--- src/rtl/otle_pkg.sv ---
`timescale 1ns / 1ps

package otle_pkg;

    localparam int MAX_DEPTH    = 8;
    localparam int NUM_FEATURES = 256;
    localparam int LEAF_COUNT   = 1 << MAX_DEPTH;

    localparam int IDX_W     = 8;
    localparam int VAL_W     = 32;
    localparam int BYTE_W    = 8;
    localparam int LVL_W     = 4;
    localparam int CFG_IDX_W = 1;
    localparam int CFG_DAT_W = 4;
    localparam int ACT_W     = 2;

    // slave tdata: index, split_feature_id, value, base_sum
    localparam int S_TDATA_W = 2 * IDX_W + 2 * VAL_W;
    // master tdata: leaf_index, leaf_value
    localparam int M_TDATA_W = IDX_W + VAL_W;

    localparam logic [CFG_IDX_W-1:0] CFG_LEVELS_IN_USE   = 1'b0;
    localparam logic [CFG_IDX_W-1:0] CFG_ACCUMULATE_MODE = 1'b1;

    typedef enum logic [ACT_W-1:0] {
        ACT_SPLIT   = 2'd0,
        ACT_LEAF    = 2'd1,
        ACT_FEATURE = 2'd2
    } t_action;

    typedef logic [MAX_DEPTH-1:0] t_bits;

    // leaf lookup issued on the last byte of a row
    typedef struct packed {
        logic                    rd;
        t_bits                   bits;
        logic                    accum;
        logic signed [VAL_W-1:0] base_sum;
    } t_leaf_req;

    typedef struct packed {
        logic             we;
        t_bits            addr;
        logic [VAL_W-1:0] data;
    } t_leaf_wr;

endpackage

--- src/rtl/otle_split_eval.sv ---
`timescale 1ns / 1ps

module otle_split_eval
    import otle_pkg::*;
(
    input  logic                    i_clk,
    input  logic                    i_rst_n,
    input  logic                    i_accept,
    input  t_action                 i_action,
    input  logic [IDX_W-1:0]        i_index,
    input  logic [IDX_W-1:0]        i_split_feature_id,
    input  logic [VAL_W-1:0]        i_value,
    input  logic signed [VAL_W-1:0] i_base_sum,
    input  logic                    i_last,
    input  logic [LVL_W-1:0]        i_levels_in_use,
    input  logic                    i_accumulate_mode,
    output t_leaf_req               o_req
);

    logic [IDX_W-1:0]  r_split_feature   [MAX_DEPTH];
    logic [BYTE_W-1:0] r_split_threshold [MAX_DEPTH];
    t_bits             r_row_bits;

    logic [LVL_W-1:0] used;
    logic             feat_ok;
    logic             is_feat;
    logic             is_split;
    t_bits            hits;
    t_bits            next_bits;

    always_comb begin
        used = (i_levels_in_use > LVL_W'(MAX_DEPTH)) ? LVL_W'(MAX_DEPTH) : i_levels_in_use;
        feat_ok  = ({1'b0, i_index} < (IDX_W + 1)'(NUM_FEATURES));
        is_feat  = i_accept && (i_action == ACT_FEATURE);
        is_split = i_accept && (i_action == ACT_SPLIT);
        // all levels compare in parallel
        for (int l = 0; l < MAX_DEPTH; l++) begin
            hits[l] = (LVL_W'(l) < used) && feat_ok
                      && (r_split_feature[l] == i_index)
                      && (i_value[BYTE_W-1:0] > r_split_threshold[l]);
        end
        next_bits = r_row_bits | hits;
    end

    always_ff @(posedge i_clk) begin
        for (int l = 0; l < MAX_DEPTH; l++) begin
            if (is_split && (i_index == IDX_W'(l))) begin
                r_split_feature[l]   <= i_split_feature_id;
                r_split_threshold[l] <= i_value[BYTE_W-1:0];
            end
        end
    end

    always_ff @(posedge i_clk) begin
        if (!i_rst_n) begin
            r_row_bits <= '0;
        end else if (is_feat) begin
            r_row_bits <= i_last ? '0 : next_bits;
        end
    end

    assign o_req.rd       = is_feat && i_last;
    assign o_req.bits     = next_bits;
    assign o_req.accum    = i_accumulate_mode;
    assign o_req.base_sum = i_base_sum;

    a_row_clears: assert property (@(posedge i_clk) disable iff (!i_rst_n)
        (is_feat && i_last) |=> (r_row_bits == '0))
        else $error("row bits not cleared after last byte");

    a_bits_sticky: assert property (@(posedge i_clk) disable iff (!i_rst_n)
        (is_feat && !i_last) |=> ((r_row_bits & $past(r_row_bits)) == $past(r_row_bits)))
        else $error("row bit dropped mid-row");

endmodule

--- config.mk ---
export PLATFORM = sky130hd
export DESIGN_NAME = otle_split_eval
export DESIGN_NICKNAME = d
export VERILOG_FILES = /design/src/rtl/otle_pkg.sv /design/src/rtl/otle_split_eval.sv
export SDC_FILE = /design/constraint.sdc
export NUM_CORES = 1
export LEC_CHECK = 0
export BUFFER_PORTS_ARGS = -buffer_cell sky130_fd_sc_hd__buf_4
export CAP_MARGIN = 20
export CORE_UTILIZATION = 55
export DETAILED_ROUTE_END_ITERATION = 16
export PLACE_DENSITY = 0.79
export SYNTH_ARGS = -nofsm -noshare
export SYNTH_HDL_FRONTEND = slang
export SYNTH_SLANG_ARGS = --single-unit
--- constraint.sdc ---
create_clock -name i_clk -period 8.04 [get_ports i_clk]
set_input_delay 1.608 -clock i_clk [delete_from_list [all_inputs] [get_ports i_clk]]
set_output_delay 1.608 -clock i_clk [all_outputs]
set_load 0.1 [all_outputs]
# Word level (Yosys, flattened, before mapping)
# Memories as Yosys holds them, arrays and structs flattened.
# Index checks and enable logic that the tools add are counted.
# classes
magnitude_cmp,17
eq_ne,16
mux,60
bitwise_logic,1
reduce_logical,43
# ops
cell,n
two-way mux 8 bit,15
OR reduction 8 bit,14
== test 8 bit,8
greater-than comparator 8 bit,8
two-way mux 3 bit,14
"== test 8 x 3 -> 1 bit, second input constant",4
two-way mux 1 bit,30
logical AND 1 bit,27
"== test 8 x 2 -> 1 bit, second input constant",2
"less-than comparator 3 x 4 -> 1 bit, first input constant",4
"== test 8 x 1 -> 1 bit, second input constant",1
logical NOT 8 bit,1
"less-than comparator 1 x 4 -> 1 bit, first input constant",2
"less-than comparator 2 x 4 -> 1 bit, first input constant",2
bitwise OR 8 bit,1
"greater-than comparator 4 bit, second input constant",1
two-way mux 4 bit,1
"== test 2 bit, second input constant",1
logical NOT 2 bit,1
# word_totals
ff_bits,8
ramBits,128
input_bits,91
out_inout_bits,42
word_cells,140
mem_count,2
# memory_table
name,depth,word_bits,rd,rd_clocked_by_memory_dff,write_ports,line_no,rtl
r_split_feature,8,8,8,0,1,otle_split_eval.sv:20,logic [IDX_W-1:0] r_split_feature [MAX_DEPTH];
r_split_threshold,8,8,8,0,1,otle_split_eval.sv:21,logic [BYTE_W-1:0] r_split_threshold [MAX_DEPTH];

# Depth between registers and ports, before layout
# Gate-level depths: netlist of the first run.
# depth
word_depth,13
depth_mapped,7
ltp_nobuf,7

# Worst setup path after synthesis of the first run
# OpenSTA, ideal clock, no wires.
# synth_path
path_kind,input to output
from,input port i_value[0]
to,output port o_req[37] in the netlist's numbering
arrival_ns,4.594
required_time_ns,6.432
slack_ns,1.838
stages,7
path_buffers,0
cell_sequence,inv_1 > ha_1 > nor2b_1 > o211ai_1 > a21oi_1 > a2111oi_1 > o31ai_1
# synth_lines
element,line_no,rtl
start: declaration,otle_split_eval.sv:12,"input logic [VAL_W-1:0] i_value,"
end: declaration,otle_split_eval.sv:17,output t_leaf_req o_req

==> results of run 1 <==
## cell usage in the layout (no fill, tap or decap), types with 2 or more instances in the layout
| cell type | instances |
|---|---|
| nor3_2 | 2 |
| ha_1 | 64 |
| nor4_1 | 5 |
| xor2_1 | 19 |
| nand2b_1 | 5 |
| clkbuf_1 | 8 |
| or4_1 | 2 |
| nand2_1 | 22 |
| nor2b_1 | 9 |
| edfxtp_1 | 128 |
| clkinv_2 | 2 |
| inv_1 | 63 |
| nor2_1 | 15 |
| o21bai_1 | 4 |
| o2111ai_1 | 4 |
| a21oi_1 | 28 |
| nand4_1 | 23 |
| clkbuf_16 | 17 |
| xnor2_1 | 41 |
| o31ai_1 | 5 |
| dfxtp_1 | 8 |
| or2_2 | 2 |
| o211ai_1 | 12 |
| bufinv_16 | 2 |
| buf_4 | 49 |
| a2111oi_0 | 4 |
| o21ai_0 | 9 |
| nor3_1 | 4 |
## power breakdown
group	switching [W]	internal, W	leakage, nW
logic	0.0000627	0.0000375	1.47
clock network	0.000258	0.000450	0.257
registers	0.000000138	0.000775	1.21
total	0.000321	0.00126	2.94
## per-layer routing
| metal | vias to the layer above | global-route usage | wire, um |
|---|---|---|---|
| li1 | 1961 | - | - |
| met1 | 1989 | 0.2990 | 5960 |
| met2 | 213 | 0.4041 | 7003 |
| met3 | 25 | 0.07917 | 1384 |
| met4 | 0 | 0.1254 | 299 |
| met5 | - | 0 | 0 |
## state kept, by name, indices dropped and copies added (netlist names)
register	count
r_row_bits	8
r_split_feature	64
r_split_threshold	64
## cell type report
class	instances	area, um2	area share
well taps	168	210.2	0.02736
inverters	63	236.5	0.03078
flip-flops and latches	136	4004	0.5212
clock inverters	5	73.82	0.009609
multi-input cells	293	2323	0.3024
clock buffers	25	455.4	0.05928
repair buffers	50	379.1	0.04935
## worst max-delay path, delay by kind of cell
| family | cells | cell delay, ps |
|---|---|---|
| AO/OA/AOI/OAI | 2 | 530 |
| adder cells (fa/ha/maj) | 1 | 310 |
| buffers and inverters | 3 | 830 |
| AND/OR/NAND/NOR | 3 | 490 |
## final timing paths
kind	start	endpoint	slack, ps	depth (start not counted)
worst max-delay path	i_value[0]	o_req[34]	2650	9
worst max register to register	r_split_threshold[0][9]	r_row_bits[1]	6010	7
worst min register to register	r_row_bits[5]	r_row_bits[5]	450	2
worst min-delay path	r_row_bits[5]	r_row_bits[5]	450	2
## cell families (layout without fill, tap and decap cells)
| family | Yosys count | count (layout) | share of synthesized area |
|---|---|---|---|
| xor+xnor | 60 | 60 | 0.07652 |
| flops | 136 | 136 | 0.5830 |
| compound gates | 73 | 73 | 0.06887 |
| simple gates | 96 | 96 | 0.07488 |
| buf+inv | 106 | 143 | 0.08016 |
| fa+ha+maj | 64 | 64 | 0.1166 |
## cell usage after synthesis, drive strengths merged, types with 10 or more instances
cell type / count
edfxtp: 128
ha: 64
inv: 63
buf: 42
xnor2: 41
a21oi: 28
nand4: 23
nand2: 22
xor2: 19
nor2: 15
o211ai: 12
o21ai: 10
## through the flow
stage / power [W] / hold WS, ps / util / instances
floorplan: 0.0009193 / 416.3 / - / 535
global placement: 0.0008821 / 425.9 / 0.5897 / 709
detailed placement: 0.0008885 / 436.5 / 0.5897 / 709
CTS: 0.001592 / 448.6 / 0.6334 / 739
global route: 0.001634 / 468.0 / 0.6343 / 740
finish: 0.001583 / 448.8 / 0.6343 / 740
==> run metrics, run 1 <==
dominant cells by area after synthesis=edfxtp_1, ha_1, xnor2_1; synth-to-layout area growth=11.86%; Setup TNS Final=0 ps; top cell type's share of synthesized area=0.5597; htree depth=4; worst hold-check path type=reg -> reg; synthesized cell area=6868 um2; Lkg Pwr=2.937 nW; #FFs+latches synth=136; Period minus WS final=5389 ps; vias in the first global route=4347; fin nets=716; Hold-fix buffers, CTS=0; CTS resizes=0; drt first-iter violations=318; share of layout cells above drive strength 1=0.1364; Max FO, Critical Path=9; post-synth cell types=41; Slowest-stage cell, CP=inv_1; kind of critical path=in -> out; Final WS setup=2651 ps; Detailed Routing Iterations Pass 1=6; max incr delay on CP=360 ps; Core Area=12110 um2; Clock Root Buffer=clkbuf_16; die area=12940 um2; Vias per Instance=5.659; Clk pin slew, worst setup/hold paths=50 ps; worst slack, placed=2668 ps; worst endpoint data arrival time=3780 ps; Fmax=0.1856 GHz; fin area=7682 um2; Mean Syn Cell Area=12.84 um2; CP endpoint kind=output pin; relative slew slack=0.5011; antenna viol nets, final=0; drt wl/cell=19.79 um; Die W=113.7 um; Detail Placement HPWL=9845 um; max_cap viols=0; site row count=40; RSZ-0062 raised after global routing=false; Layout Skew=6.003 ps; initial antenna violation count=0; vias post-DR=4188; # DRC=0; Async S/R FF share, synth=0; setup violators final=0; sequential fraction of the synthesis area=0.5830; Starting Density=0.5670; crit start category=input port; final wirelength=14650 um; Post-DP Area=7142 um2; Tot GR Track Use=0.2486; CTS tree=done; crit-path cells=buf_4 > inv_1 > ha_1 > nand4_1 > nor2_1 > nor4_1 > o2111ai_1 > o21bai_1 > buf_4; Placer Congestion=0.8722; Post-synth EDFFs=128; filler cell count=909; power density cells=206.0 nW/um2; # IOs=133; final worst path period share=0.6702; cells after synthesis=535; diode count=0; Overflow after GRT=0; DIE HEIGHT=113.7 um; largest net degree at the start of global routing=17; maximum clock insertion buffer count=2; yosys warns=0; ys flop type=edfxtp_1; most frequent cell on the critical path=buf_4; PortBufs=42; Worst Tran Pin Value=729.5 ps; Synth area leader=edfxtp_1; CTS Sinks=136; max-slew violations=0; post-CTS setup buffers=0; CTS Buf Count=17; first-pass GRT wire length=22710 um; status=finished, final reports clean; Final Hold Viols=0; Clock Latency Late Sink=410 ps; Max VDD drop=0.1478 mV; Post-Synthesis Net Count=690; critical path required time=6430 ps
Note: power is estimated with default switching activity, not from simulation.
==> run 2, diff against run 1 <==
--- a/config.mk
+++ b/config.mk
@@ -5,11 +5,12 @@
 export SDC_FILE = /design/constraint.sdc
 export NUM_CORES = 1
 export LEC_CHECK = 0
+export ABC_AREA = 1
 export BUFFER_PORTS_ARGS = -buffer_cell sky130_fd_sc_hd__buf_4
 export CAP_MARGIN = 20
-export CORE_UTILIZATION = 55
+export CORE_UTILIZATION = 51
 export DETAILED_ROUTE_END_ITERATION = 16
-export PLACE_DENSITY = 0.79
+export PLACE_DENSITY = 0.77
 export SYNTH_ARGS = -nofsm -noshare
 export SYNTH_HDL_FRONTEND = slang
 export SYNTH_SLANG_ARGS = --single-unit
==> constraint.sdc (replaced) <==
create_clock -name i_clk -period 4.5 [get_ports i_clk]
set_input_delay 0.9 -clock i_clk [delete_from_list [all_inputs] [get_ports i_clk]]
set_output_delay 0.9 -clock i_clk [all_outputs]
set_load 0.1 [all_outputs]
==> run 2 against run 1 <==
Clock power rose by 96%. Worst setup slack worse by 1600 ps. Non-clock buffer count rose by 2. Register-to-register slack worse by 3000 ps. Highest routed layer unchanged.
==> run metrics, run 2 <==
status=finished, final reports clean; Clk pin slew, worst setup/hold paths=60 ps; post-synth cell types=28; max_cap viols=0; synth-to-layout area growth=11.75%; commonest non-fill, non-tap cells in the layout=nand2_1, inv_1, edfxtp_1; power density cells=351.8 nW/um2; most common cell in the synthesized netlist=nand2_1; CTS Sinks=136; Vias per Instance=5.019; drt first-iter violations=386; cells after synthesis=820; worst endpoint data arrival time=2550 ps; Reg area=4004 um2; fin nets=1004; Max FO, Critical Path=9; Clock Latency Late Sink=420 ps; worst hold-check path type=reg -> reg; Core Area=14480 um2; RSZ-0062 raised after global routing=false; Commonest cells post-synth=nand2_1, inv_1, edfxtp_1, nor2_1, ha_1; antenna viol nets, final=0; top cell type's share of synthesized area=0.5086; Final Hold Viols=0; Fmax=0.2900 GHz; vias post-DR=5250; Setup TNS Final=0 ps; worst r2r src=r_split_threshold[0][23]; # DRC=0; hold_sp=r_row_bits[1]; sequential fraction of the synthesis area=0.5298; Async S/R FF share, synth=0; Hold-fix buffers, CTS=0; multi-input combinational cell area=2650 um2; largest net degree at the start of global routing=17; Post-Synthesis Net Count=975; synthesized cell area=7557 um2; initial antenna violation count=0; Period minus WS final=3448 ps; # IOs=133; CTS resizes=0; PortBufs=42; site row count=44; Clock Root Buffer=clkbuf_16; diode count=0; first-pass GRT wire length=25610 um; Detail Placement HPWL=11370 um; Overflow after GRT=0; maximum clock insertion buffer count=2; #FFs+latches synth=136; worst slack, placed=1064 ps; Final WS setup=1052 ps; final worst path period share=0.7662; drt wl/cell=16.00 um; vias in the first global route=4957; Largest regs=r_split_feature (64), r_split_threshold (64), r_row_bits (8); die area=15310 um2; Lkg Pwr=4.038 nW; Starting Density=0.5219; final wirelength=16740 um; setup violators final=0; critical path required time=3600 ps; CP endpoint kind=output pin; WHS Path Cells=2; Placer Congestion=0.7968; filler cell count=1184; Mean Syn Cell Area=9.216 um2; Worst Setup SP=i_value[0]; Reg2Reg Depth=9; Die W=123.7 um; CTS Buf Count=17; htree depth=4; Synth area leader=edfxtp_1; max-slew violations=0; CTS tree=done; Worst Tran Pin Value=624.5 ps; Detailed Routing Iterations Pass 1=9; DIE HEIGHT=123.7 um; Max VDD drop=0.2687 mV; post-CTS setup buffers=0; yosys warns=0; relative slew slack=0.5821; kind of critical path=in -> out; commonest non-fill, non-tap cell in the layout=nand2_1; dominant cells by area after synthesis=edfxtp_1, nand2_1, ha_1; Tot GR Track Use=0.2328; crit start category=input port; Layout Skew=6.640 ps; ys flop type=edfxtp_1; Post-synth EDFFs=128; share of layout cells above drive strength 1=0.1288
[run 2: cell count changes after synthesis, moves of 16 or more]
cell	before	now
xor2_1	19	2
nand2_1	22	248
nor2_1	15	79
inv_1	63	145
nand4_1	23	0
nand3_1	1	17
xnor2_1	41	11
[run 2: through the flow]
stage / util / cell area (um2) / total power [W] / hold WS, ps / instances
2_1_floorplan: - / 7557 / 0.001664 / 444.7 / 820
3_3_place_gp: 0.5423 / 7851 / 0.001600 / 452.0 / 1014
3_5_place_dp: 0.5423 / 7851 / 0.001607 / 461.7 / 1014
4_1_cts: 0.5833 / 8446 / 0.002976 / 470.8 / 1046
5_1_grt: 0.5833 / 8446 / 0.003052 / 489.7 / 1046
6_report: 0.5833 / 8446 / 0.002971 / 468.8 / 1046
[run 2: power breakdown]
group | total (W) | internal, W | switching [W] | leakage, nW
logic | 0.000199 | 0.0000697 | 0.000130 | 2.53
clock network | 0.00139 | 0.000884 | 0.000504 | 0.296
registers | 0.00138 | 0.00138 | 0.000000257 | 1.21
[run 2: worst paths after layout]
kind | end | slack (ps)
max | o_req[38] | 1050
min | r_row_bits[1] | 470
max reg2reg | r_row_bits[2] | 3040
min reg2reg | r_row_bits[1] | 470
[run 2: final cells by class]
class	instances	area share
timing repair buffer	52	0.04622
clock inverter	8	0.01096
sequential	136	0.4741
multi-input combinational	489	0.3138
clock buffer	24	0.05941
inverter	153	0.06830
tap	184	0.02726
[run 2: kinds of logic (layout without fill, tap and decap cells)]
| kind of cell | after synthesis | count (layout) | share of synthesized area |
|---|---|---|---|
| adder cells (fa/ha/maj) | 64 | 64 | 0.1060 |
| XOR/XNOR | 13 | 13 | 0.01507 |
| AND/OR/NAND/NOR | 365 | 365 | 0.1930 |
| AO/OA/AOI/OAI | 47 | 47 | 0.03659 |
| buffers and inverters | 195 | 237 | 0.1195 |
| flip-flops | 136 | 136 | 0.5298 |
[run 2: layer usage]
layer  track usage  share of wire  up-vias
met5             0              0        -
met4        0.1551          0.052        0
met3       0.04625          0.068       61
met2        0.3670           0.47      164
met1        0.2906           0.41     2403
li1              -              -     2622
[run 2: worst max-delay path, cell delays in order]
cell     delay [ps]
buf_4           150
inv_1           300
ha_1            310
nand2_1          80
nor2_1           50
nand2_1          70
nand2_1          60
nor2_1          110
nand3_1         140
nand2_1          90
buf_4           280
==> run 3, diff against run 2 <==
--- a/config.mk
+++ b/config.mk
@@ -5,12 +5,12 @@
 export SDC_FILE = /design/constraint.sdc
 export NUM_CORES = 1
 export LEC_CHECK = 0
-export ABC_AREA = 1
+export ABC_AREA = 0
 export BUFFER_PORTS_ARGS = -buffer_cell sky130_fd_sc_hd__buf_4
 export CAP_MARGIN = 20
-export CORE_UTILIZATION = 51
+export CORE_UTILIZATION = 55
 export DETAILED_ROUTE_END_ITERATION = 16
-export PLACE_DENSITY = 0.77
+export PLACE_DENSITY = 0.79
 export SYNTH_ARGS = -nofsm -noshare
 export SYNTH_HDL_FRONTEND = slang
 export SYNTH_SLANG_ARGS = --single-unit
==> constraint.sdc (replaced) <==
create_clock -name i_clk -period 3.55 [get_ports i_clk]
set_input_delay 0.71 -clock i_clk [delete_from_list [all_inputs] [get_ports i_clk]]
set_output_delay 0.71 -clock i_clk [all_outputs]
set_load 0.1 [all_outputs]
==> run 3 against run 2 <==
Hold slack got worse by 18 ps. Worst setup slack got worse by 890 ps. Sequential share of layout area increased by 3.4 points. Critical endpoint is now o_req[39]. Largest power group is now sequential cells. Highest routed layer unchanged.
==> run metrics, run 3 (same netlist as run 1, synthesis figures left out) <==
max_cap viols=0; Die W=113.7 um; Detail Placement HPWL=10720 um; Overflow after GRT=0; DIE HEIGHT=113.7 um; Slowest-stage cell, CP=or4_1; filler cell count=882; Reg-to-Reg End=r_row_bits[7]; Core Util, Final=0.6506; CP endpoint kind=output pin; fin area=7880 um2; WHS Path Cells=2; initial antenna violation count=0; worst r2r src=r_split_threshold[1][25]; switch share=0.2233; hold_sp=r_row_bits[1]; Int Power=0.002895 W; multi-input combinational cell area=2346 um2; share of layout cells above drive strength 1=0.1820; Clock Latency Late Sink=420 ps; final worst path period share=0.9552; Reg power frac=0.470; Fmax=0.2949 GHz; Starting Density=0.5670; crit start category=input port; Largest regs=r_split_feature (64), r_split_threshold (64), r_row_bits (8); PortBufs=42; power density cells=473.0 nW/um2; worst endpoint data arrival time=2680 ps; Max FO, Critical Path=9; drt first-iter violations=309; crit path buf inv count=4; die area=12940 um2; Max VDD drop=0.3070 mV; Vias per Instance=5.626; Reg2Reg Depth=8; kind of critical path=in -> out; diode count=0; maximum clock insertion buffer count=2; Layout Skew=8.664 ps; fin nets=730; commonest non-fill, non-tap cells in the layout=edfxtp_1, ha_1, inv_1, buf_4, xnor2_1; Period minus WS final=3391 ps; worst hold-check path type=reg -> reg; largest net degree at the start of global routing=17; CTS tree=done; CTS resizes=0; htree depth=4; Tot GR Track Use=0.2489; most frequent cell on the critical path=buf_4; Clk pin slew, worst setup/hold paths=60 ps; status=finished, final reports clean; # DRC=0; Final Hold Viols=0; Worst Tran Pin Value=721.9 ps; cell family with most CP delay=simple AND/OR/NAND/NOR gates; Detailed Routing Iterations Pass 1=5; # IOs=133; hold path endpoint=r_row_bits[1]; first-pass GRT wire length=23090 um; critical path required time=2840 ps; antenna viol nets, final=0; Post-DP Area=7287 um2; crit-path cells=buf_4 > inv_1 > buf_12 > ha_1 > nand4_1 > nor2_1 > or4_1 > o21bai_2 > buf_4; setup violators final=0; vias post-DR=4253; drt wl/cell=19.96 um; synth-to-layout area growth=14.74%; final wirelength=15090 um; Reg area=4004 um2; max incr delay on CP=610 ps; post-CTS setup buffers=0; overall power consumption=0.003727 W; RSZ-0062 raised after global routing=false; Clock Root Buffer=clkbuf_16; Clk network pwr share=0.467; max-slew violations=0; R2R Setup Slk=1530 ps; site row count=40; CTS Buf Count=17; vias in the first global route=4319; commonest non-fill, non-tap cell in the layout=edfxtp_1; Hold-fix buffers, CTS=0; Combinational Power Share=0.063; relative slew slack=0.5177; Placer Congestion=0.8582; Lkg Pwr=3.069 nW; Sw Pwr=0.0008324 W; CTS Sinks=136; Core Area=12110 um2
[run 3: cell count changes in the layout (fill, tap and decap cells not counted), moves of 11 or more]
cell	delta
nand3_1	-16
inv_1	-82
nand2_1	-226
xor2_1	+17
nand4_1	+23
xnor2_1	+30
o211ai_1	+12
buf_4	+11
nor2_1	-64
[run 3: stage by stage]
step	worst slack, ps	cells	hold WS, ps	TNS (ps)
2_1_floorplan	-4.005	535	415.6	-4.005
3_3_place_gp	143.1	724	424.5	0
3_5_place_dp	83.80	724	436.8	0
4_1_cts	78.84	756	455.3	0
5_1_grt	38.87	756	481.8	0
6_report	159.1	756	451.0	0
[run 3: worst max-delay path by stage]
stage / startpoint / cells after the start / to
after floorplan: i_value[0] / 7 / o_req[37]
after global placement: i_value[7] / 9 / o_req[40]
after detailed placement: i_value[0] / 11 / o_req[40]
after CTS: i_value[7] / 9 / o_req[40]
after global routing: i_value[1] / 9 / o_req[34]
final: i_value[0] / 9 / o_req[39]
[run 3: metal layers]
layer	vias to the layer above	GRT usage	routed length [um]
met1	2079	0.3043	6086
met4	0	0.07719	229
met3	37	0.05420	876
met2	150	0.4407	7898
met5	-	0	0
li1	1987	-	-
[run 3: worst register-to-register path, cell delays in order (launching register included)]
cell and delay, ps:
edfxtp_1 370, inv_1 80, ha_1 230, nor2b_1 130, o211ai_1 160, a21oi_1 120, a2111oi_1 500, buf_4 210
o31ai_1 90
[run 3: layout make-up]
| type | instances | area share |
|---|---|---|
| Clock buffer | 17 | 0.05399 |
| Clock inverter | 15 | 0.02096 |
| Inverter | 63 | 0.03001 |
| Multi-Input combinational cell | 293 | 0.2977 |
| Sequential cell | 136 | 0.5081 |
| Tap cell | 168 | 0.02668 |
| Timing Repair Buffer | 64 | 0.06256 |
[run 3: power by group through the flow]
stage | Combinational (W) | Sequential, W | Clock [W]
floorplan | 0.000295 | 0.00179 | 0
global placement | 0.000220 | 0.00179 | 0
detailed placement | 0.000232 | 0.00179 | 0
CTS | 0.000235 | 0.00175 | 0.00176
global route | 0.000256 | 0.00175 | 0.00182
finish | 0.000235 | 0.00175 | 0.00174
